`src/design/gbr_pkg.sv`:
```
`timescale 1ns / 1ps
// Shared types and constants for the 5x5 RGB Gaussian blur.
// No dependencies; every other file refers to this package by scoped names.
package gbr_pkg;

    typedef struct packed {
        logic [7:0] red;
        logic [7:0] green;
        logic [7:0] blue;
    } rgb_t;

    // Window: [row][col], row 4 / col 4 hold the newest pixel.
    typedef rgb_t [4:0][4:0] win_t;
    typedef logic [4:0][4:0][7:0] chan_win_t;

    // Line store word: entry k holds the pixel (k+1) rows above.
    typedef rgb_t [3:0] lb_word_t;

    // Weights by group: center, d1, d2, d4, d5, d8.
    typedef logic [5:0][15:0] weight_set_t;

    typedef struct packed {
        logic [4:0] row;
        logic [4:0] col;
    } tap_mask_t;

    localparam int CFG_INDEX_W = 3;
    localparam int CFG_DATA_W  = 16;

    localparam logic [CFG_INDEX_W-1:0] REG_FRAME_WIDTH  = 3'd0;
    localparam logic [CFG_INDEX_W-1:0] REG_FRAME_HEIGHT = 3'd1;
    localparam logic [CFG_INDEX_W-1:0] REG_WEIGHT_C     = 3'd2;
    localparam logic [CFG_INDEX_W-1:0] REG_WEIGHT_D1    = 3'd3;
    localparam logic [CFG_INDEX_W-1:0] REG_WEIGHT_D2    = 3'd4;
    localparam logic [CFG_INDEX_W-1:0] REG_WEIGHT_D4    = 3'd5;
    localparam logic [CFG_INDEX_W-1:0] REG_WEIGHT_D5    = 3'd6;
    localparam logic [CFG_INDEX_W-1:0] REG_WEIGHT_D8    = 3'd7;

    localparam logic [11:0] FRAME_WIDTH_RST  = 12'd640;
    localparam logic [15:0] FRAME_HEIGHT_RST = 16'd480;
    localparam weight_set_t WEIGHT_RST = {16'd1523, 16'd2217, 16'd2512,
                                          16'd3225, 16'd3655, 16'd4140};

    // Weight group of each tap by squared distance from the center.
    localparam logic [2:0] TAP_GROUP [5][5] = '{
        '{3'd5, 3'd4, 3'd3, 3'd4, 3'd5},
        '{3'd4, 3'd2, 3'd1, 3'd2, 3'd4},
        '{3'd3, 3'd1, 3'd0, 3'd1, 3'd3},
        '{3'd4, 3'd2, 3'd1, 3'd2, 3'd4},
        '{3'd5, 3'd4, 3'd3, 3'd4, 3'd5}
    };

endpackage

```
`src/design/gbr_lane.sv`:
```
`timescale 1ns / 1ps
// One color channel lane: masked tap sums per weight group, six products,
// total with rounding and saturation. Depends on gbr_pkg.
module gbr_lane #(
    parameter int FRAC_BITS = 16
) (
    input  logic                   clk,
    input  logic                   adv,
    input  gbr_pkg::chan_win_t     pix,
    input  gbr_pkg::tap_mask_t     mask,
    input  gbr_pkg::weight_set_t   weights,
    output logic [7:0]             result
);

    localparam int GSW = 11;
    localparam int PW  = GSW + 16;
    localparam int AW  = PW + 3;

    logic [5:0][GSW-1:0] gsum_reg, gsum_next;
    logic [5:0][PW-1:0]  prod_reg, prod_next;
    logic [7:0]          result_reg, result_next;
    logic [AW-1:0]       acc;
    logic [AW:0]         rounded;
    logic [AW:0]         shifted;

    always_comb
    begin
        gsum_next = '0;
        for (int r = 0; r < 5; r++)
        begin
            for (int j = 0; j < 5; j++)
            begin
                if (mask.row[r] && mask.col[j])
                begin
                    gsum_next[gbr_pkg::TAP_GROUP[r][j]] =
                        gsum_next[gbr_pkg::TAP_GROUP[r][j]] + GSW'(pix[r][j]);
                end
            end
        end
    end

    always_comb
    begin
        for (int g = 0; g < 6; g++)
        begin
            prod_next[g] = PW'(gsum_reg[g]) * PW'(weights[g]);
        end
    end

    always_comb
    begin
        acc = '0;
        for (int g = 0; g < 6; g++)
        begin
            acc = acc + AW'(prod_reg[g]);
        end
        rounded = (AW+1)'(acc) + ((AW+1)'(1) << (FRAC_BITS - 1));
        shifted = rounded >> FRAC_BITS;
        result_next = (shifted > (AW+1)'(255)) ? 8'hFF : shifted[7:0];
    end

    always_ff @(posedge clk)
    begin
        if (adv)
        begin
            gsum_reg   <= gsum_next;
            prod_reg   <= prod_next;
            result_reg <= result_next;
        end
    end

    assign result = result_reg;

endmodule

```
`config.mk`:
```
export PLATFORM = sky130hd
export DESIGN_NAME = gbr_lane
export DESIGN_NICKNAME = d
export VERILOG_FILES = /design/src/design/gbr_pkg.sv /design/src/design/gbr_lane.sv
export SDC_FILE = /design/constraint.sdc
export NUM_CORES = 2
export LEC_CHECK = 0
export BUFFER_PORTS_ARGS = -buffer_cell sky130_fd_sc_hd__buf_4
export CAP_MARGIN = 20
export CORE_UTILIZATION = 58
export DETAILED_ROUTE_END_ITERATION = 12
export GPL_TIMING_DRIVEN = 0
export PLACE_DENSITY = 0.84
export REMOVE_ABC_BUFFERS = 1
export SETUP_SLACK_MARGIN = 0.05
export SYNTH_ARGS = -nofsm -noshare
export SYNTH_HDL_FRONTEND = slang
export SYNTH_SLANG_ARGS = --single-unit
```
`constraint.sdc`:
```
create_clock -name clk -period 9.1 [get_ports clk]
set_input_delay 1.82 -clock clk [delete_from_list [all_inputs] [get_ports clk]]
set_output_delay 1.82 -clock clk [all_outputs]
set_load 0.02 [all_outputs]
```
==> metrics.cfg <==
[run_status]
status=complete, no violations

[timing]
hold_violations=0
rsz0062_at_grt=yes
finClkSkew_ns=0.0420
worst_pin_slew_ns=0.707
slew_headroom=0.529
maxSlewViolCount=0
max_freq_mhz=112
setup_viol=0
period_share=0.982
fin_crit_ns=8.94
fin_tns_setup_ns=0

[routing]
avgRoutedWirePerCell_um=17.7
drtIter0Drc=2322
dr.pass1.iters=6
finalWirelength_um=119000
via_per_inst=5.61
num_vias=37700
drtAntennaViolNets=0
drc=0

[synthesis]
synth_cell_types=74
yosysWarnings=0
syn_inst=5357
synth_top_cell_by_area=fa_1
seq_area_frac_synth=0.139
async_flop_share=0
synth_top_cells_by_area=fa_1, ha_1, edfxtp_1
synth-seq-cells=232
syn-cell-area_um2=49900
ys.flop_type=edfxtp_1
synth_edf_count=232
syn_area_per_cell_um2=9.32
synth_top_area_frac=0.334

[layout]
fillers=6511
final_cells=6734
final_area_um2=54900
syn2layout_area_growth_pct=9.85
largest_register_ffs=161
drive_gt1_frac=0.0921
fin_nets=7300

[floorplan]
dieArea_um2=87300
io_pins=316
core_area_um2=85300
start_util=0.586
fp-row-count=107
die_w_um=295
die_h_um=295

[critical_path]
setup.worst_path.class=in2reg
cpMostUsedCell=ha_4
crit_buf_inv=5
crit_fanout=7
worstSetupStartpointType=primary input
cpMaxStageDelayCell=fa_2
critPathCaptureType=flop
required_ns=9.42
crit_path_max_incr_delay_ns=0.39
cp_data_arrival_time_ns=9.26
crit_family=compound AO/OA/AOI/OAI gates

[clock_network]
cts_buffers=29
clock_latency_ns=0.61
clk_pin_slew_ns=0.06
cts_tree=done
ctsRootBufferMaster=clkbuf_16
hold_buffers=0
htree_levels=1
clockBufferDepth=3
clock-sinks=232

[place]
dp_hpwl_um=97600
place_area_um2=53100
place.gp.congestion=0.904
dp.cells=6643
port_buffers=315

[job]
cap_violations=0

[global_routing]
antenna_found_initial=5
overflow=0
grt_pass1_vias=39900
grt_usage=0.281
grt_pass1_wl_um=196000
grt_max_degree=119

[hold_path]
hp-class=reg2reg

-- worst reg2reg max path: stages (launching register included) --
cell and delay, ns:
edfxtp_1 0.74, nand2_1 0.18, fa_1 0.58, inv_1 0.06, fa_1 0.51, inv_1 0.06, fa_1 0.53, inv_1 0.05
fa_1 0.47, inv_1 0.05, fa_1 0.49, inv_1 0.05, ha_1 0.21, or4_1 0.59, a31oi_1 0.43, o211ai_1 0.20
a31oi_1 0.32, o21bai_1 0.10, a21oi_1 0.23, a21oi_1 0.12, xnor2_1 0.35
-- per-stage QoR --
step | hold slack (ns) | setup slack, ns | utilization
finish | 0.966 | 0.161 | 0.643
global route | 1.00 | -0.329 | 0.643
CTS | 0.957 | 0.0536 | 0.638
detailed placement | 0.948 | -1.35 | 0.623
global placement | 0.933 | -1.19 | 0.622
floorplan | 0.766 | -0.00894 | -
-- per-layer routing --
metal | vias to the layer above | track usage | routed length (µm)
met5 | - | 0 | 12
met4 | 2 | 0.114 | 4810
met3 | 309 | 0.0332 | 7730
met2 | 1322 | 0.486 | 59900
met1 | 18800 | 0.357 | 46600
li1 | 17300 | - | -
-- placed cells by master (no fill, tap or decap), drive strengths merged, types with 26 or more instances in the layout --
cell / n
fa: 833
and2: 433
and3: 52
xor2: 46
o21a: 34
clkbuf: 32
inv: 1034
xnor2: 200
a21o: 79
nand2: 728
ha: 593
edfxtp: 232
o21bai: 48
nor2b: 45
o21ai: 131
nand3: 26
buf: 351
a21oi: 229
mux2: 45
nor2: 151
nor3: 30
-- layout make-up --
cell class | count | area (µm²) | share of cell area
Inverter | 1031 | 3870 | 0.0705
Clock inverter | 23 | 288 | 0.00525
Tap cell | 1144 | 1430 | 0.0261
Sequential cell | 232 | 6970 | 0.127
Antenna cell | 1 | 2.50 | 0.0000456
Clock buffer | 31 | 733 | 0.0134
Timing Repair Buffer | 353 | 2790 | 0.0508
Multi-Input combinational cell | 3919 | 38800 | 0.707
-- cell usage after synthesis, types with 14 or more instances --
library cell  instances
fa_1                833
nand2b_1             24
a211oi_1             14
nand2_1             727
nand3_1              26
o21ai_0             128
nor2b_1              44
inv_1              1031
clkbuf_1            174
mux2_2               45
nor2_1              151
and2_1              433
o21bai_1             48
xor2_1               46
a21oi_1             228
edfxtp_1            232
ha_1                593
mux2i_1              24
xnor2_1             199
nor3_1               30
o21a_1               34
a21o_1               79
and3_1               52
-- path summary, 6_finish.rpt --
check / end / start / depth (start not counted) / slack [ns]
setup / recovery: gsum_reg[54] / mask[5] / 45 / 0.16
setup reg to reg: prod_reg[53] / gsum_reg[13] / 20 / 2.55
hold / removal: prod_reg[0] / gsum_reg[0] / 1 / 0.97
hold reg to reg: prod_reg[0] / gsum_reg[0] / 1 / 0.97
-- kinds of logic after synthesis --
kind of cell	Yosys count	synth area share
and+or+nand+nor	1532	0.147
adders and majority gates	1426	0.482
buffers and inverters	1206	0.0907
AOI/OAI and AO/OA	645	0.0810
xor gates and xnor gates	247	0.0440
DFF	232	0.139
muxes	69	0.0150
-- what timing repair did --
item,in CTS,in global routing
gates resized for setup,33,47
setup buffers,11,23
pin swaps,11,44
endpoints found under the setup margin,4,5
cloned,1,1
Power is left out: the tool's default activity adds up to more than one toggle a clock period on the data nets, which glitch-free logic cannot reach.
